<file path="src/rtl/sfp_pkg.sv">
`default_nettype none
// ----------------------------------------------------------------------------
// sfp_pkg
// Types and constants shared by the sonar frame parser modules.
// ----------------------------------------------------------------------------
package sfp_pkg;

	localparam logic [7:0] SYNC_BYTE    = 8'hFE;
	localparam logic [7:0] ID_BYTE      = 8'h05;
	localparam int         HDR_OVERHEAD = 6;
	localparam int         CH0_BIT      = 0;
	localparam int         CH1_BIT      = 1;

	typedef enum logic [3:0] {
		PH_IDLE   = 4'd0,
		PH_START  = 4'd1,
		PH_SIZE_H = 4'd2,
		PH_SIZE_L = 4'd3,
		PH_TYPE   = 4'd4,
		PH_SEQ    = 4'd5,
		PH_SIDES  = 4'd6,
		PH_TIME_H = 4'd7,
		PH_TIME_L = 4'd8,
		PH_DATA   = 4'd9,
		PH_CHK    = 4'd10
	} sfp_phase_t;

	typedef enum logic [1:0] {
		EV_NONE  = 2'd0,
		EV_DATA  = 2'd1,
		EV_FRAME = 2'd2
	} sfp_event_t;

	// classified byte handed from the parser to the output side
	typedef struct packed {
		sfp_event_t  kind;
		logic        chan;
		logic [15:0] num;
		logic [7:0]  value;
		logic [7:0]  sum;
		logic [7:0]  ftype;
		logic [7:0]  fseq;
		logic [15:0] ftime;
		logic        on0;
		logic        on1;
	} sfp_rec_t;

	typedef struct packed {
		logic     valid;
		sfp_rec_t rec;
	} sfp_beat_t;

	typedef struct packed {
		logic        data_valid;
		logic        data_channel;
		logic [15:0] sample_index;
		logic [7:0]  sample_value;
		logic        frame_end;
		logic        frame_good;
		logic [7:0]  frame_type;
		logic [7:0]  frame_sequence;
		logic [15:0] frame_time;
		logic [15:0] channel0_count;
		logic [15:0] channel1_count;
	} sfp_res_t;

endpackage
`default_nettype wire

</file>
<file path="src/rtl/sfp_stream_if.sv">
`default_nettype none
// ----------------------------------------------------------------------------
// sfp stream interfaces
// Byte input channel and result output channel, valid/ready handshake.
// ----------------------------------------------------------------------------
interface sfp_rx_if;
	logic       valid;
	logic       ready;
	logic [7:0] rx_byte;

	modport source(output valid, output rx_byte, input ready);
	modport sink(input valid, input rx_byte, output ready);
endinterface

interface sfp_tx_if;
	logic        valid;
	logic        ready;
	logic        data_valid;
	logic        data_channel;
	logic [15:0] sample_index;
	logic [7:0]  sample_value;
	logic        frame_end;
	logic        frame_good;
	logic [7:0]  frame_type;
	logic [7:0]  frame_sequence;
	logic [15:0] frame_time;
	logic [15:0] channel0_count;
	logic [15:0] channel1_count;

	modport source(
		output valid, output data_valid, output data_channel, output sample_index,
		output sample_value, output frame_end, output frame_good, output frame_type,
		output frame_sequence, output frame_time, output channel0_count,
		output channel1_count, input ready
	);
	modport sink(
		input valid, input data_valid, input data_channel, input sample_index,
		input sample_value, input frame_end, input frame_good, input frame_type,
		input frame_sequence, input frame_time, input channel0_count,
		input channel1_count, output ready
	);
endinterface
`default_nettype wire

</file>
<file path="src/rtl/sonar_frame_parser.sv">
`default_nettype none
// ----------------------------------------------------------------------------
// sonar_frame_parser
// Byte-serial deframer for sonar packets with a streamed sample output.
// ----------------------------------------------------------------------------
// Every accepted byte produces exactly one result beat: a sample beat for a
// data byte of an active channel, a frame report for the checksum byte, and
// an all-zero beat otherwise. The block takes one byte per clock while the
// queue is not full; the parser state machine updates its state once per
// byte. A result is written into the queue and then into the output register,
// from which it is presented to the sink. A two-entry queue and an output
// register let the input keep flowing while a result waits: up to three
// bytes are taken while the sink stalls, and once the queue is full the
// input resumes in the cycle after the sink takes a beat.
module sonar_frame_parser (
	input wire logic clk,
	input wire logic arst_n,
	sfp_rx_if.sink   rx,
	sfp_tx_if.source tx
);
	import sfp_pkg::*;

	sfp_beat_t push;
	sfp_beat_t head;
	logic      full;
	logic      pop;

	sfp_front u_front (
		.clk    (clk),
		.arst_n (arst_n),
		.rx     (rx),
		.full   (full),
		.push   (push)
	);

	sfp_queue u_queue (
		.clk    (clk),
		.arst_n (arst_n),
		.push   (push),
		.full   (full),
		.pop    (pop),
		.head   (head)
	);

	sfp_back u_back (
		.clk    (clk),
		.arst_n (arst_n),
		.head   (head),
		.pop    (pop),
		.tx     (tx)
	);

`ifndef ASSERT_OFF
	a_one_kind: assert property (@(posedge clk) disable iff (!arst_n)
		tx.valid |-> !(tx.data_valid && tx.frame_end))
		else $error("beat is both sample and frame report");
	a_data_zero: assert property (@(posedge clk) disable iff (!arst_n)
		tx.valid && !tx.data_valid |-> tx.sample_index == 16'd0 && tx.sample_value == 8'd0)
		else $error("sample fields set on a non-sample beat");
	a_frame_zero: assert property (@(posedge clk) disable iff (!arst_n)
		tx.valid && !tx.frame_end |-> !tx.frame_good && tx.channel0_count == 16'd0)
		else $error("frame fields set on a non-report beat");
	a_push_fills: assert property (@(posedge clk) disable iff (!arst_n)
		push.valid && !pop |=> head.valid)
		else $error("accepted byte did not reach the queue");
`endif

endmodule
`default_nettype wire

</file>
<file path="src/rtl/sfp_front.sv">
`default_nettype none
// ----------------------------------------------------------------------------
// sfp_front
// Frame parser state machine: takes one byte per beat and classifies it.
// ----------------------------------------------------------------------------
module sfp_front (
	input  wire logic          clk,
	input  wire logic          arst_n,
	sfp_rx_if.sink             rx,
	input  wire logic          full,
	output sfp_pkg::sfp_beat_t push
);
	import sfp_pkg::*;

	sfp_phase_t  phase_q, phase_d;
	logic [7:0]  sum_q, sum_d;
	logic [15:0] len_q, len_d;
	logic [7:0]  type_q, type_d;
	logic [7:0]  seq_q, seq_d;
	logic [15:0] time_q, time_d;
	logic        on0_q, on0_d;
	logic        on1_q, on1_d;
	logic [16:0] count_q, count_d;
	logic        turn_q, turn_d;
	sfp_rec_t    rec;
	logic        fire;
	logic        both;
	logic        ended;
	logic signed [17:0] thresh;
	logic [7:0]  b;

	assign b        = rx.rx_byte;
	assign rx.ready = !full;
	assign fire     = rx.valid && !full;
	assign both     = on0_q && on1_q;
	assign thresh   = $signed({{2{len_q[15]}}, len_q}) - 18'(HDR_OVERHEAD);
	// data count is never negative, so zero extend before the signed compare
	assign ended    = $signed({1'b0, count_q}) > thresh;

	always_ff @(posedge clk or negedge arst_n) begin
		if (!arst_n) begin
			phase_q <= PH_IDLE;
			sum_q   <= '0;
			len_q   <= '0;
			type_q  <= '0;
			seq_q   <= '0;
			time_q  <= '0;
			on0_q   <= 1'b0;
			on1_q   <= 1'b0;
			count_q <= '0;
			turn_q  <= 1'b1;
		end else if (fire) begin
			phase_q <= phase_d;
			sum_q   <= sum_d;
			len_q   <= len_d;
			type_q  <= type_d;
			seq_q   <= seq_d;
			time_q  <= time_d;
			on0_q   <= on0_d;
			on1_q   <= on1_d;
			count_q <= count_d;
			turn_q  <= turn_d;
		end
	end

	always_comb begin
		phase_d   = phase_q;
		sum_d     = sum_q + b;
		len_d     = len_q;
		type_d    = type_q;
		seq_d     = seq_q;
		time_d    = time_q;
		on0_d     = on0_q;
		on1_d     = on1_q;
		count_d   = count_q;
		turn_d    = turn_q;
		rec       = '0;
		rec.kind  = EV_NONE;
		rec.value = b;
		unique case (phase_q)
			PH_IDLE: begin
				if (b == SYNC_BYTE) begin
					phase_d = PH_START;
					count_d = '0;
					turn_d  = 1'b1;
					sum_d   = b;
				end
			end
			PH_START: phase_d = (b == ID_BYTE) ? PH_SIZE_H : PH_IDLE;
			PH_SIZE_H: begin
				len_d   = {b, 8'h00};
				phase_d = PH_SIZE_L;
			end
			PH_SIZE_L: begin
				len_d   = {len_q[15:8], b};
				phase_d = PH_TYPE;
			end
			PH_TYPE: begin
				type_d  = b;
				phase_d = PH_SEQ;
			end
			PH_SEQ: begin
				seq_d   = b;
				phase_d = PH_SIDES;
			end
			PH_SIDES: begin
				on0_d   = b[CH0_BIT];
				on1_d   = b[CH1_BIT];
				phase_d = PH_TIME_H;
			end
			PH_TIME_H: begin
				time_d  = {b, 8'h00};
				phase_d = PH_TIME_L;
			end
			PH_TIME_L: begin
				time_d  = {time_q[15:8], b};
				phase_d = PH_DATA;
			end
			PH_DATA: begin
				if (on0_q || on1_q) begin
					rec.kind = EV_DATA;
				end
				if (both) begin
					rec.chan = !turn_q;
					rec.num  = count_q[16:1];
					turn_d   = !turn_q;
				end else begin
					rec.chan = !on0_q;
					rec.num  = count_q[15:0];
				end
				count_d = count_q + 17'd1;
				if (ended) begin
					phase_d = PH_CHK;
					// two channels report the per-channel count
					if (both) begin
						count_d = {1'b0, count_q[16:1]} + 17'd1;
					end
				end
			end
			PH_CHK: begin
				rec.kind  = EV_FRAME;
				rec.num   = count_q[15:0];
				rec.sum   = sum_q;
				rec.ftype = type_q;
				rec.fseq  = seq_q;
				rec.ftime = time_q;
				rec.on0   = on0_q;
				rec.on1   = on1_q;
				sum_d     = '0;
				phase_d   = PH_IDLE;
			end
			default: begin
				sum_d   = sum_q;
				phase_d = PH_IDLE;
			end
		endcase
	end

	assign push.valid = fire;
	assign push.rec   = rec;

endmodule
`default_nettype wire

</file>
<file path="src/rtl/sfp_queue.sv">
`default_nettype none
// ----------------------------------------------------------------------------
// sfp_queue
// Two-entry queue between the parser and the output side.
// ----------------------------------------------------------------------------
module sfp_queue (
	input  wire logic               clk,
	input  wire logic               arst_n,
	input  wire sfp_pkg::sfp_beat_t push,
	output logic                    full,
	input  wire logic               pop,
	output sfp_pkg::sfp_beat_t      head
);
	import sfp_pkg::*;

	sfp_rec_t    mem_q [2];
	logic        wr_ptr_q;
	logic        rd_ptr_q;
	logic [1:0]  fill_q;
	logic        do_push;
	logic        do_pop;

	assign full       = fill_q == 2'd2;
	assign head.valid = fill_q != 2'd0;
	assign head.rec   = mem_q[rd_ptr_q];
	assign do_push    = push.valid && !full;
	assign do_pop     = pop && head.valid;

	always_ff @(posedge clk) begin
		if (do_push) begin
			mem_q[wr_ptr_q] <= push.rec;
		end
	end

	always_ff @(posedge clk or negedge arst_n) begin
		if (!arst_n) begin
			wr_ptr_q <= 1'b0;
			rd_ptr_q <= 1'b0;
			fill_q   <= '0;
		end else begin
			if (do_push) begin
				wr_ptr_q <= !wr_ptr_q;
			end
			if (do_pop) begin
				rd_ptr_q <= !rd_ptr_q;
			end
			fill_q <= fill_q + {1'b0, do_push} - {1'b0, do_pop};
		end
	end

`ifndef ASSERT_OFF
	a_fill_range: assert property (@(posedge clk) disable iff (!arst_n)
		fill_q != 2'd3)
		else $error("queue fill out of range");
	a_no_overflow: assert property (@(posedge clk) disable iff (!arst_n)
		full && !do_pop |=> full)
		else $error("queue lost an entry while full");
	a_ptr_track: assert property (@(posedge clk) disable iff (!arst_n)
		(fill_q == 2'd0 || fill_q == 2'd2) |-> wr_ptr_q == rd_ptr_q)
		else $error("queue pointers disagree with fill level");
`endif

endmodule
`default_nettype wire

</file>
<file path="src/rtl/sfp_back.sv">
`default_nettype none
// ----------------------------------------------------------------------------
// sfp_back
// Builds the result beat from a classified byte and holds it for the sink.
// ----------------------------------------------------------------------------
module sfp_back (
	input  wire logic               clk,
	input  wire logic               arst_n,
	input  wire sfp_pkg::sfp_beat_t head,
	output logic                    pop,
	sfp_tx_if.source                tx
);
	import sfp_pkg::*;

	sfp_res_t res;
	sfp_res_t res_q;
	logic     valid_q;

	assign pop = head.valid && (!valid_q || tx.ready);

	always_comb begin
		res = '0;
		unique case (head.rec.kind)
			EV_DATA: begin
				res.data_valid   = 1'b1;
				res.data_channel = head.rec.chan;
				res.sample_index = head.rec.num;
				res.sample_value = head.rec.value;
			end
			EV_FRAME: begin
				res.frame_end      = 1'b1;
				res.frame_good     = head.rec.sum == head.rec.value;
				res.frame_type     = head.rec.ftype;
				res.frame_sequence = head.rec.fseq;
				res.frame_time     = head.rec.ftime;
				res.channel0_count = head.rec.on0 ? head.rec.num : 16'd0;
				res.channel1_count = head.rec.on1 ? head.rec.num : 16'd0;
			end
			default: res = '0;
		endcase
	end

	always_ff @(posedge clk or negedge arst_n) begin
		if (!arst_n) begin
			valid_q <= 1'b0;
		end else if (pop) begin
			valid_q <= 1'b1;
		end else if (tx.ready) begin
			valid_q <= 1'b0;
		end
	end

	always_ff @(posedge clk) begin
		if (pop) begin
			res_q <= res;
		end
	end

	assign tx.valid          = valid_q;
	assign tx.data_valid     = res_q.data_valid;
	assign tx.data_channel   = res_q.data_channel;
	assign tx.sample_index   = res_q.sample_index;
	assign tx.sample_value   = res_q.sample_value;
	assign tx.frame_end      = res_q.frame_end;
	assign tx.frame_good     = res_q.frame_good;
	assign tx.frame_type     = res_q.frame_type;
	assign tx.frame_sequence = res_q.frame_sequence;
	assign tx.frame_time     = res_q.frame_time;
	assign tx.channel0_count = res_q.channel0_count;
	assign tx.channel1_count = res_q.channel1_count;

endmodule
`default_nettype wire
</file>
<file path="src/flat_wrapper.sv">
// flat-port wrapper written by rule: the top's interface ports become plain ports
module sonar_frame_parser_flat import sfp_pkg::*;
  (clk, arst_n, rx_valid, rx_rx_byte, rx_ready, tx_valid, tx_data_valid, tx_data_channel, tx_sample_index, tx_sample_value, tx_frame_end, tx_frame_good, tx_frame_type, tx_frame_sequence, tx_frame_time, tx_channel0_count, tx_channel1_count, tx_ready);
  sfp_rx_if rx_i ();
  sfp_tx_if tx_i ();
  input wire logic clk;
  input wire logic arst_n;
  input wire logic [$bits(rx_i.valid)-1:0] rx_valid;
  input wire logic [$bits(rx_i.rx_byte)-1:0] rx_rx_byte;
  output wire logic [$bits(rx_i.ready)-1:0] rx_ready;
  output wire logic [$bits(tx_i.valid)-1:0] tx_valid;
  output wire logic [$bits(tx_i.data_valid)-1:0] tx_data_valid;
  output wire logic [$bits(tx_i.data_channel)-1:0] tx_data_channel;
  output wire logic [$bits(tx_i.sample_index)-1:0] tx_sample_index;
  output wire logic [$bits(tx_i.sample_value)-1:0] tx_sample_value;
  output wire logic [$bits(tx_i.frame_end)-1:0] tx_frame_end;
  output wire logic [$bits(tx_i.frame_good)-1:0] tx_frame_good;
  output wire logic [$bits(tx_i.frame_type)-1:0] tx_frame_type;
  output wire logic [$bits(tx_i.frame_sequence)-1:0] tx_frame_sequence;
  output wire logic [$bits(tx_i.frame_time)-1:0] tx_frame_time;
  output wire logic [$bits(tx_i.channel0_count)-1:0] tx_channel0_count;
  output wire logic [$bits(tx_i.channel1_count)-1:0] tx_channel1_count;
  input wire logic [$bits(tx_i.ready)-1:0] tx_ready;
  assign rx_i.valid = rx_valid;
  assign rx_i.rx_byte = rx_rx_byte;
  assign rx_ready = rx_i.ready;
  assign tx_valid = tx_i.valid;
  assign tx_data_valid = tx_i.data_valid;
  assign tx_data_channel = tx_i.data_channel;
  assign tx_sample_index = tx_i.sample_index;
  assign tx_sample_value = tx_i.sample_value;
  assign tx_frame_end = tx_i.frame_end;
  assign tx_frame_good = tx_i.frame_good;
  assign tx_frame_type = tx_i.frame_type;
  assign tx_frame_sequence = tx_i.frame_sequence;
  assign tx_frame_time = tx_i.frame_time;
  assign tx_channel0_count = tx_i.channel0_count;
  assign tx_channel1_count = tx_i.channel1_count;
  assign tx_i.ready = tx_ready;
  sonar_frame_parser u_core (.clk(clk), .arst_n(arst_n), .rx(rx_i), .tx(tx_i));
endmodule
</file>
<file path="config.mk">
export PLATFORM = sky130hd
export DESIGN_NAME = sonar_frame_parser_flat
export DESIGN_NICKNAME = d
export VERILOG_FILES = /design/src/rtl/sfp_pkg.sv /design/src/rtl/sfp_stream_if.sv /design/src/rtl/sonar_frame_parser.sv /design/src/rtl/sfp_front.sv /design/src/rtl/sfp_queue.sv /design/src/rtl/sfp_back.sv /design/src/flat_wrapper.sv
export SDC_FILE = /design/constraint.sdc
export NUM_CORES = 1
export LEC_CHECK = 0
export BUFFER_PORTS_ARGS = -buffer_cell sky130_fd_sc_hd__buf_2
export CORE_ASPECT_RATIO = 0.5
export CORE_MARGIN = 2
export CORE_UTILIZATION = 40
export CTS_BUF_LIST = sky130_fd_sc_hd__clkbuf_8 sky130_fd_sc_hd__clkbuf_16
export CTS_CLUSTER_SIZE = 14
export DETAILED_ROUTE_END_ITERATION = 6
export MAX_ROUTING_LAYER = met4
export PLACE_DENSITY = 0.57
export SLEW_MARGIN = 20
export SYNTH_ARGS = -nofsm -noshare
export SYNTH_HDL_FRONTEND = slang
export SYNTH_SLANG_ARGS = --single-unit
</file>
<file path="constraint.sdc">
create_clock -name clk -period 9.9 [get_ports clk]
set_input_delay 1.485 -clock clk [delete_from_list [all_inputs] [get_ports clk]]
set_output_delay 1.485 -clock clk [all_outputs]
set_load 0.02 [all_outputs]
</file>
After elaboration in Yosys (flattened, before gate mapping) --
Memory sizes are Yosys's and may differ from the RTL's. Index checks and enable logic that the tools add are counted.
Word-level totals: bits in latches 0, output and inout port bits 94, word-level logic and storage cells 119, bits in writable memories 138, register bits 177, memories 1, input port bits 12, ROM bits 0
Memory list:
- u_core.u_queue.mem_q | depth 2, bits a word 69, rd ports 1, clocked after Yosys merged registers in 0, write ports 1, line sfp_queue.sv:16 | sfp_rec_t mem_q [2];
Cells by class: shift-type cells 0, reductions and logical operators 34, $mul 0, muxes and demuxes 29, eq/ne operators 19, magnitude comparators 1, divide/modulo/power cells 0, add/sub/neg operators 6, bitwise logic cells 2
Operators by type and width (count):
- 16-bit case mux with 2 select lines | 3
- 17-bit two-way mux | 4
- 66-bit two-way mux | 1
- 42-bit two-way mux | 1
- 4-bit case mux with 10 select lines | 1
- 17-bit case mux with 2 select lines | 1
- 16-bit two-way mux | 2
- 26-bit two-way mux | 1
- 8-bit case mux with 3 select lines | 1
- 18-bit by 17-bit > comparator with 1-bit output | 1
- 16-bit by 1-bit adder with 17-bit output (second input constant) | 1
- 17-bit by 1-bit adder with 17-bit output (second input constant) | 1
- 16-bit by 4-bit subtractor with 17-bit output (second input constant) | 1
- 4-bit by 3-bit equality test with 1-bit output (second input constant) | 4
- 2-bit AND reduction | 8
- 4-bit equality test (second input constant) | 3
- 3-bit AND reduction | 4
- 2-bit nonzero test | 5
- 9-bit OR reduction | 1
- 8-bit adder | 1
- 4-bit by 2-bit equality test with 1-bit output (second input constant) | 2
- 8-bit by 3-bit equality test with 1-bit output (second input constant) | 1
- 8-bit equality test | 1
- 8-bit equality test (second input constant) | 1
- 19 further kinds | 41

Depth between registers and ports, before layout --
Gate-level depths: netlist of the first run.
depth in word-level cells 6, mapped depth 15, mapped depth without buffers 13

By module --
A second synthesis of the first run with hierarchy kept.
Unflattened totals: cells, all modules 1076, area total of the unflattened synthesis 14523.9 µm²
By module, submodules not included:
- sfp_queue | sequential area each 4244.1 µm², area an instance 5534.1 µm², cells an instance 233, instances 1
- sfp_front | sequential area each 2003.2 µm², area an instance 5444.0 µm², cells an instance 633, instances 1
- sfp_back | sequential area each 2787.7 µm², area an instance 3545.9 µm², cells an instance 210, instances 1

Worst setup path before layout of the first run --
No wires, ideal clock.
kind input port to flip-flop, start point input tx_ready, end point register u_core.u_queue.fill_q[1], buffers on the path 0, data required time 9820 ps, arrival time 7361 ps, setup slack 2459 ps, library setup time 80 ps, cell stages on the path 7, path through inv_1 > a21oi_1 > ha_1 > inv_1 > ha_1 > xnor2_1 > xnor2_1
On the way: cells in the longest elaborated chain, start to end 4
RTL lines:
- start, declared | line flat_wrapper.sv:23 | input wire logic [$bits(tx_i.ready)-1:0] tx_ready;
- 1-bit logical OR | line sfp_back.sv:19 | assign pop = head.valid && (!valid_q || tx.ready);
- 1-bit logical AND | line sfp_back.sv:19
- net u_core.pop | line sonar_frame_parser.sv:26 | logic pop;
- 1-bit logical AND | line sfp_queue.sv:27 | assign do_pop = pop && head.valid;
- 2-bit by 1-bit subtractor with 2-bit output | line sfp_queue.sv:47 | fill_q <= fill_q + {1'b0, do_push} - {1'b0, do_pop};
- end signal, assigned | line sfp_queue.sv:47
- end, declared | line sfp_queue.sv:19 | logic [1:0] fill_q;
The timed path passes the listed nets, and every way through them passes these cells. A chain may end at the register's enable or synchronous reset.

Worst setup path after layout of the first run --
start point register u_core.u_front.len_q[8], end point register u_core.u_front.count_q[2]
On the way: cells in the longest elaborated chain, start to end 4
RTL lines:
- start, declared | line sfp_front.sv:17 | logic [15:0] len_q, len_d;
- start signal, assigned | line sfp_front.sv:55 | len_q <= len_d;
- 16-bit by 4-bit subtractor with 17-bit output | line sfp_front.sv:36 | assign thresh = $signed({{2{len_q[15]}}, len_q}) - 18'(HDR_OVERHEAD);
- 18-bit by 17-bit > comparator with 1-bit output | line sfp_front.sv:38 | assign ended = $signed({1'b0, count_q}) > thresh;
- 17-bit two-way mux | line sfp_front.sv:132 | if (ended) begin
- 17-bit case mux with 2 select lines | line sfp_front.sv:80 | unique case (phase_q)
- end signal, assigned | line sfp_front.sv:61 | count_q <= count_d;
- end, declared | line sfp_front.sv:23 | logic [16:0] count_q, count_d;
No other way between the ends.

==> flow_summary_export.csv, run 1 <==
group,metric,value,unit
clock_tree,cts_resized,0,
worst_setup_path,critPathBufInv,1,
worst_setup_path,critPathMaxStageDelay,570,ps
layout,layout-drive-gt1-share,0.175,
detailed_routing,routedWlPerCell,18.3,µm
yosys,yosys.area_share.simple,0.118,
clock_tree,cts_inserted_buffers,30,
run_status,outcome,"finished, final reports clean",
worst_setup_path,worstPathMaxFanout,37,
worst_hold_path,hp-class,"reg -> reg",
yosys,avgSynthCellArea,12.9,µm²
power,p_sw_frac,0.356,
timing,slew_viol_final,0,
clock_tree,h-tree-depth,1,
power,power.switching,0.00171,W
power,irDropWorstVdd,0.170,mV
power,pwr-share-clk,0.233,
detailed_routing,vias,8483,
worst_setup_path,crit_path_top_delay_cell,"or4_4",
timing,setup_viol,0,
floorplan,std_cell_rows,47,
yosys,synthAdderAreaFrac,0.0270,
worst_setup_path,end_kind,"flip-flop",
yosys,synth_cell_types,61,
yosys,synth_edf_count,230,
clock_tree,clkTransAtPathRegs,70,ps
detailed_routing,initialDrtViolationCount,593,
worst_setup_path,required,10300,ps
worst_setup_path,critPathLaunch,"u_core.u_front.len_q[8]",
timing,skew,16.4,ps
yosys,syn_inst,1063,
placement,numPortBuffers,105,
floorplan,ios,106,
timing,fmax,238,MHz
clock_tree,clock_latency,570,ps
detailed_routing,drc,0,
worst_setup_path,worstSetupPathType,"reg -> reg",
timing,setup_tns,0,ps
layout,multi_input_area,4390,µm²
yosys,async_reset_ff_frac,0.270,
layout,antenna_cells,0,
timing,fin_crit_sh,0.424,
timing,rsz0062_at_grt,"false",
global_route,grt-ovfl-total,0,
layout,seq_area,9040,µm²
clock_tree,cts_tree,"done",
floorplan,die_y,135,µm
worst_setup_path,start_kind,"flip-flop",
detailed_routing,antenna_left,0,
detailed_routing,via_per_inst,5.27,
worst_setup_path,r2r_start,"u_core.u_front.len_q[8]",
power,p_per_area,308,nW/µm²
detailed_routing,drt-pass1-iter-count,4,
clock_tree,clk_path_buf_depth,3,
clock_tree,clockRootBuffer,"clkbuf_16",
power,internal-power,0.00310,W
global_route,grt_pass1_wl,46700,µm
yosys,yosys.area_share.xor_xnor,0.0332,
yosys,synth_compound_area_frac,0.0674,
placement,place.gp.congestion,0.811,
clock_tree,cts.sinks,315,
detailed_routing,wirelength,29400,µm
global_route,grt_antenna_before_repair,0,
worst_hold_path,hp-start,"u_core.u_front.time_q[11]",
layout,area_delta_synth_final,13.8,%
yosys,synth_top_flop_cell,"edfxtp_1",
worst_setup_path,critical_path.top_delay_family,"simple AND/OR/NAND/NOR gates",
layout,nNetsFinal,1186,
floorplan,die-area,35900,µm²
yosys,muxShareOfSynthArea,0.0704,
power,seqPwrFrac,0.456,
floorplan,die_x,266,µm
timing,tightest_slew,1060,ps
clock_tree,postCtsSetupBuffers,0,
floorplan,coreArea,33400,µm²
yosys,synth_top_family_by_area,"simple AND/OR/NAND/NOR gates",
timing,hold_viol_final,0,
layout,nFillCells,3046,
placement,hpwlAfterDp,18500,µm
layout,final_cell_mix,"edfxtp_1 (230), nor2_1 (124), nand2_1 (104), buf_2 (104), dfrtp_1 (83)",
global_route,grt_max_degree,71,
power,power.leakage,6.37,nW
floorplan,initial_core_util,0.411,
worst_setup_path,arrival,4600,ps
timing,whs,478,ps
timing,slew_headroom,0.292,
global_route,grt_use_total,0.170,
layout,final_common_cell,"edfxtp_1",
power,power_frac_comb,0.312,
timing,period_minus_slack,4200,ps
worst_setup_path,path_cells,"or4_4 > or4_4 > nor2_1 > xnor2_1 > ha_1 > nand4_1 > nor4_1 > a21oi_1 > or3_1 > o21bai_2 > buf_4 > mux2i_1 > o22ai_1",
global_route,grt_pass1_vias,8651,
clock_tree,cts_hold_buf,0,
yosys,synthesis.area,13700,µm²
yosys,synthesis.nets,1104,
yosys,synth-seq-area-share,0.659,
run,maxCapViolCount,0,
yosys,ys_warn_count,0,
worst_setup_path,cp_common_cell,"or4_4",
yosys,ys_ff_latch,315,
routing by layer:
| layer | wire, µm | share of wire | global-route usage |
|---|---|---|---|
| met1 | 13300 | 0.45 | 0.222 |
| met2 | 14300 | 0.49 | 0.277 |
| met3 | 1230 | 0.042 | 0.0290 |
| met4 | 598 | 0.020 | 0.0440 |
| met5 | 0 | 0 | - |
worst reg2reg max path: stages, from the launching register on:
cell	delay [ps]
dfrtp_1	410
or4_4	570
or4_4	520
nor2_1	140
xnor2_1	100
ha_1	330
nand4_1	140
nor4_1	430
a21oi_1	130
or3_1	360
o21bai_2	140
buf_4	390
mux2i_1	280
o22ai_1	100
stage by stage:
| step | util | std cells | setup WS, ps | power (W) | area [µm²] |
|---|---|---|---|---|---|
| finish | 0.467 | 1610 | 5700 | 0.00480 | 15600 |
| global route | 0.467 | 1610 | 5490 | 0.00509 | 15600 |
| CTS | 0.467 | 1610 | 5730 | 0.00486 | 15600 |
| detailed placement | 0.439 | 1554 | 5740 | 0.00374 | 14600 |
| global placement | 0.439 | 1554 | 5850 | 0.00368 | 14600 |
| floorplan | - | 1063 | 2460 | 0.00328 | 13700 |
power groups by stage:
stage | logic, W | registers (W) | clock network [W]
floorplan | 0.000930 | 0.00235 | 0
global placement | 0.00148 | 0.00221 | 0
detailed placement | 0.00152 | 0.00222 | 0
CTS | 0.00152 | 0.00219 | 0.00115
global route | 0.00165 | 0.00224 | 0.00119
finish | 0.00150 | 0.00219 | 0.00112
kinds of logic (layout without fill, tap and decap cells):
family,Yosys count,count (layout)
DFF,315,315
AOI/OAI and AO/OA,136,136
buffers and inverters,85,191
and+or+nand+nor,353,353
muxes,93,93
xor gates and xnor gates,52,52
adders and majority gates,29,29
flip-flops by register name, indices dropped and copies added (netlist names), 2 cells and up:
signal	flops
u_core.u_front.type_q	8
u_core.u_back.tx.frame_time	16
u_core.u_back.tx.frame_sequence	8
u_core.u_queue.mem_q	138
u_core.u_back.tx.sample_value	8
u_core.u_front.count_q	17
u_core.u_back.tx.frame_type	8
u_core.u_back.tx.channel0_count	16
u_core.u_queue.fill_q	2
u_core.u_front.seq_q	8
u_core.u_back.tx.channel1_count	16
u_core.u_front.sum_q	8
u_core.u_front.time_q	16
u_core.u_back.tx.sample_index	16
u_core.u_front.phase_q	4
u_core.u_front.len_q	16
final timing paths:
| path | end | slack, ps | depth (start not counted) |
|---|---|---|---|
| setup reg to reg | u_core.u_front.count_q[2] | 5700 | 13 |
| hold / removal | u_core.u_front.time_q[11] | 480 | 2 |
| max in group asynchronous | u_core.u_front.count_q[10] | 7930 | 2 |
| min in group asynchronous | u_core.u_front.type_q[4] | 860 | 1 |
| hold reg to reg | u_core.u_front.time_q[11] | 480 | 2 |
| setup / recovery | u_core.u_front.count_q[2] | 5700 | 13 |
synth_stat cells, types with 2 or more instances:
cell         n  area (µm²)
a21o_1       2        15.0
a21oi_1     18        90.1
a22o_1      17         149
a22oi_1      4        30.0
a31oi_1      9        56.3
a32oi_1      4        35.0
and2_1       2        12.5
and3_1      49         307
buf_1        5        18.8
buf_2        3        15.0
buf_6        2        22.5
clkbuf_1    53         199
dfrtp_1     84        2100
edfxtp_1   230        6910
ha_1        28         350
inv_1       21        78.8
mux2_2      28         315
mux2i_1     65         651
nand2_1    104         390
nand2b_1     5        31.3
nand3_1     12        60.1
nand4_1     10        62.6
nor2_1     126         473
nor2b_1      3        18.8
nor3_1      16        80.1
nor4_1       7        43.8
o2111ai_1    2        17.5
o21ai_0     27         135
o21ai_1     26         130
o21bai_1     2        15.0
o22ai_1      4        25.0
o311ai_1     2        17.5
o311ai_2     4        65.1
o31ai_1      3        22.5
or3_1        6        37.5
or4_1        4        30.0
or4_4        2        22.5
xnor2_1     35         307
xor2_1      17         149
cell type report:
class                      count  area share
clock buffer                  33      0.0507
clock inverter                23      0.0107
inverter                      22     0.00529
multi-input combinational    663       0.281
sequential                   315       0.579
tap                          441      0.0353
timing repair buffer         113      0.0377
(Power assumes the default switching activity.)
==> inputs of run 2 (changes only) <==
Settings changed: PLACE_DENSITY 0.57 to 0.59.
Clock period 9.9 ns to 3.8 ns, I/O delays scaled along.
==> flow_summary_export.csv, run 2 (synthesized netlist as in run 1, its figures left out) <==
group,metric,value,unit
timing,setup_viol,0,
detailed_routing,antenna_left,0,
detailed_routing,via_per_inst,5.28,
power,power.leakage,6.54,nW
timing,period_minus_slack,3750,ps
run_status,outcome,"finished, final reports clean",
clock_tree,clkTransAtPathRegs,60,ps
floorplan,die_x,266,µm
global_route,grt_antenna_before_repair,0,
clock_tree,cts_hold_buf,0,
placement,place.gp.congestion,0.881,
clock_tree,cts_tree,"done",
placement,dp.cells,1566,
layout,nFillCells,2950,
global_route,grt-ovfl-total,0,
clock_tree,clk_path_buf_depth,3,
worst_setup_path,arrival,4250,ps
clock_tree,h-tree-depth,1,
detailed_routing,drc,0,
worst_setup_path,worstPathMaxFanout,5,
timing,slew_viol_final,0,
floorplan,initial_core_util,0.411,
timing,skew,9.90,ps
detailed_routing,routedWlPerCell,17.9,µm
placement,numPortBuffers,105,
worst_setup_path,required,4300,ps
layout,top_regs,"u_core.u_queue.mem_q (138), u_core.u_front.count_q (17)",
power,irDropWorstVdd,0.295,mV
layout,antenna_cells,0,
timing,fmax,267,MHz
worst_hold_path,hp-class,"in -> async",
global_route,grt_pass1_vias,8616,
clock_tree,clock_latency,570,ps
clock_tree,cts_inserted_buffers,30,
layout,fin_cells,1630,
worst_setup_path,end_kind,"flip-flop",
layout,nNetsFinal,1207,
clock_tree,clockRootBuffer,"clkbuf_16",
layout,final_area,15900,µm²
power,p_per_area,807,nW/µm²
global_route,grt_use_total,0.167,
timing,fin_crit_sh,0.986,
timing,tightest_slew,999,ps
placement,hpwlAfterDp,18400,µm
global_route,grt_max_degree,94,
global_route,grt_pass1_wl,46100,µm
timing,rsz0062_at_grt,"true",
worst_setup_path,start_kind,"flip-flop",
detailed_routing,vias,8607,
timing,hold_viol_final,0,
detailed_routing,initialDrtViolationCount,679,
worst_setup_path,worstSetupPathType,"reg -> reg",
floorplan,ios,106,
clock_tree,cts.sinks,315,
run,maxCapViolCount,0,
floorplan,coreArea,33400,µm²
placement,postPlaceCellArea,14800,µm²
floorplan,std_cell_rows,47,
layout,area_delta_synth_final,16.3,%
layout,regMostFlops,"u_core.u_queue.mem_q",
detailed_routing,drt-pass1-iter-count,5,
timing,slew_headroom,0.332,
floorplan,die_y,135,µm
layout,largest_reg_flops,138,
layout,final_common_cell,"edfxtp_1",
floorplan,die-area,35900,µm²
detailed_routing,wirelength,29200,µm
layout,layout-drive-gt1-share,0.198,
layout,final_cell_mix,"edfxtp_1 (230), nor2_1 (123), nand2_1 (104), buf_2 (104), dfrtp_1 (83)",
## run 2: changes by cell type in the layout (fill, tap and decap cells not counted), sizes merged
| cell | before | now |
|---|---|---|
| clkinv | 15 | 9 |
| bufinv | 2 | 3 |
| inv | 28 | 29 |
| clkbuf | 33 | 36 |
| buf | 113 | 132 |
| clkinvlp | 0 | 2 |
## run 2: stage by stage
| stage | worst slack, ps | hold WS (ps) | total power, W | util | TNS (ps) |
|---|---|---|---|---|---|
| floorplan | 149 | 274 | 0.00849 | - | 0 |
| global placement | 82.6 | 463 | 0.00963 | 0.442 | 0 |
| detailed placement | -126 | 469 | 0.00978 | 0.442 | -651 |
| CTS | 55.4 | 142 | 0.0129 | 0.473 | 0 |
| global route | -80.0 | 178 | 0.0136 | 0.477 | -406 |
| finish | 53.0 | 117 | 0.0129 | 0.477 | 0 |
## run 2: where the power goes
group          switching [W]  internal, W
Sequential          0.000657      0.00505
Combinational        0.00255      0.00161
Clock                0.00128      0.00172
## run 2: final timing paths
check	start	endpoint	slack [ps]	cells past startpoint
setup / recovery	u_core.u_front.len_q[6]	u_core.u_front.count_q[0]	50	14
hold / removal	arst_n	u_core.u_front.type_q[3]	120	1
setup reg to reg	u_core.u_front.len_q[6]	u_core.u_front.count_q[0]	50	14
hold reg to reg	u_core.u_front.time_q[11]	u_core.u_front.time_q[11]	480	2
max in group asynchronous	arst_n	u_core.u_front.turn_q	2780	2
min in group clk	tx_ready	u_core.u_back.tx.valid	200	2
## run 2: what timing repair did
item,4_1_cts,5_1_grt
setup buffers,0,6
cloned,1,2
endpoints found under the setup margin,13,17
resized for setup,2,10
pin swaps,1,15
## run 2: area by class of cell
class,count,area (µm²),share of cell area
multi-input cells,663,4420,0.277
clock buffers,34,806,0.0505
flip-flops and latches,315,9040,0.567
well taps,441,552,0.0346
clock inverters,21,188,0.0118
repair buffers,134,866,0.0543
inverters,22,82.6,0.00518
## run 2: critical path: stages, from the launching register on
cell and delay [ps]:
dfrtp_1 370, or4_4 550, or4_4 470, nor2_2 120
xnor2_1 80, ha_1 320, nand4_1 140, nor4_2 370
a21oi_1 110, or3_4 350, o21bai_4 190, buf_12 140
clkbuf_16 140, mux2i_1 180, a22o_1 140
## run 2: routing by layer
metal / vias up / routed length [µm] / GRT usage
li1: 4075 / - / -
met1: 4312 / 13100 / 0.210
met2: 184 / 14600 / 0.281
met3: 36 / 1190 / 0.0317
met4: 0 / 427 / 0.0449
met5: - / 0 / -
==> inputs of run 3 (changes only) <==
Settings changed: CORE_MARGIN 2 to unset, GPL_ROUTABILITY_DRIVEN set to 1.
==> flow_summary_export.csv, run 3 (synthesized netlist as in run 1, its figures left out) <==
group,metric,value,unit
power,power.switching,0.00443,W
timing,fin_crit_sh,0.959,
timing,whs,54.9,ps
clock_tree,cts_inserted_buffers,29,
layout,final_common_cell,"edfxtp_1",
layout,regMostFlops,"u_core.u_queue.mem_q",
layout,largest_reg_flops,138,
global_route,grt_pass1_wl,47000,µm
power,p_sw_frac,0.355,
timing,rsz0062_at_grt,"true",
layout,area_delta_synth_final,14.9,%
timing,tightest_slew,961,ps
timing,slew_headroom,0.358,
clock_tree,cts_hold_buf,0,
worst_setup_path,worstPathMaxFanout,9,
layout,top_regs,"u_core.u_queue.mem_q (138), u_core.u_front.count_q (17)",
power,internal-power,0.00806,W
timing,skew,9.64,ps
run_status,outcome,"finished, final reports clean",
timing,slew_viol_final,0,
layout,final_cell_mix,"edfxtp_1 (230), nor2_1 (125), nand2_1 (104), buf_2 (104), dfrtp_1 (83)",
detailed_routing,initialDrtViolationCount,552,
floorplan,initial_core_util,0.411,
layout,final_util,0.472,
placement,numPortBuffers,105,
worst_hold_path,hp-class,"in -> async",
detailed_routing,drc,0,
worst_setup_path,required,4270,ps
detailed_routing,antenna_left,0,
timing,setup_viol,0,
power,p_per_area,792,nW/µm²
clock_tree,clockRootBuffer,"clkbuf_16",
placement,place.gp.congestion,0.840,
detailed_routing,drt-pass1-iter-count,6,
clock_tree,clock_latency,560,ps
global_route,grt_antenna_before_repair,0,
clock_tree,cts.sinks,315,
layout,layout-drive-gt1-share,0.185,
global_route,grt_pass1_vias,8875,
detailed_routing,via_per_inst,5.25,
clock_tree,clkTransAtPathRegs,70,ps
worst_setup_path,arrival,4110,ps
floorplan,die_y,133,µm
clock_tree,cts_tree,"done",
timing,period_minus_slack,3640,ps
worst_setup_path,end_kind,"flip-flop",
global_route,grt_max_degree,94,
detailed_routing,routedWlPerCell,18.1,µm
floorplan,ios,106,
timing,hold_viol_final,0,
worst_setup_path,worstSetupPathType,"reg -> reg",
global_route,grt-ovfl-total,0,
floorplan,die_x,264,µm
detailed_routing,wirelength,29300,µm
floorplan,std_cell_rows,47,
power,power_frac_comb,0.325,
timing,fmax,274,MHz
placement,hpwlAfterDp,18400,µm
power,irDropWorstVdd,0.341,mV
run,maxCapViolCount,0,
power,seqPwrFrac,0.458,
worst_setup_path,start_kind,"flip-flop",
floorplan,coreArea,33400,µm²
floorplan,die-area,35100,µm²
clock_tree,clk_path_buf_depth,3,
detailed_routing,vias,8533,
power,pwr-share-clk,0.217,
global_route,grt_use_total,0.173,
layout,nNetsFinal,1201,
clock_tree,h-tree-depth,1,
power,power.leakage,6.44,nW
-- run 3: timing repair --
item,CTS,global route
endpoints found under the setup margin,7,6
endpoints found under the hold margin,0,0
gates cloned,1,1
gates resized for setup,2,4
buffers inserted,0,2
pin swaps,2,0
-- run 3: path summary, 6_finish.rpt --
path	from	to	slack, ps	cells after the start
min in group clk	tx_ready	u_core.u_back.tx.valid	220	2
setup reg to reg	u_core.u_front.len_q[8]	u_core.u_front.count_q[11]	160	14
setup / recovery	u_core.u_front.len_q[8]	u_core.u_front.count_q[11]	160	14
hold reg to reg	u_core.u_front.time_q[9]	u_core.u_front.time_q[9]	480	2
hold / removal	arst_n	u_core.u_front.type_q[4]	50	1
max in group asynchronous	arst_n	u_core.u_front.len_q[4]	3070	2
-- run 3: power groups by stage --
stage	sequential [W]	clock (W)	combinational, W
after floorplan	0.00606	0	0.00243
after CTS	0.00573	0.00278	0.00408
after global placement	0.00575	0	0.00388
final	0.00571	0.00271	0.00406
after detailed placement	0.00579	0	0.00400
after global routing	0.00585	0.00290	0.00447
-- run 3: metal layers --
| layer | vias to the layer above | wire length [µm] | track usage |
|---|---|---|---|
| li1 | 4064 | - | - |
| met1 | 4290 | 13000 | 0.217 |
| met2 | 140 | 14600 | 0.293 |
| met3 | 39 | 1160 | 0.0315 |
| met4 | 0 | 529 | 0.0378 |
| met5 | - | 0 | - |
-- run 3: area by class of cell --
type,count,area [µm²]
clock buffers,30,739
inverters,22,82.6
clock inverters,23,128
well taps,441,552
flip-flops and latches,315,9040
multi-input cells,663,4410
fillers,2977,17600
diodes,1,2.50
repair buffers,129,805
-- run 3: stage by stage --
| stage | power [W] | setup WS (ps) | TNS (ps) | cell area, µm² | cells |
|---|---|---|---|---|---|
| 4_1_cts | 0.0126 | 107 | 0 | 15700 | 1620 |
| 2_1_floorplan | 0.00849 | 149 | 0 | 13700 | 1063 |
| 3_3_place_gp | 0.00963 | 89.6 | 0 | 14800 | 1566 |
| 3_5_place_dp | 0.00980 | -104 | -392 | 14800 | 1566 |
| 6_report | 0.0125 | 155 | 0 | 15800 | 1624 |
| 5_1_grt | 0.0132 | -9.38 | -13.8 | 15800 | 1623 |
-- run 3: critical path, cell delays in order (launching register included) --
cell	delay, ps
dfrtp_1	380
or4_4	540
or4_4	520
nor2_1	140
xnor2_1	90
ha_1	330
nand4_1	160
nor4_2	210
a21oi_1	100
or3_4	350
o21bai_4	180
buf_4	150
clkbuf_16	140
a31oi_1	80
o22ai_1	180
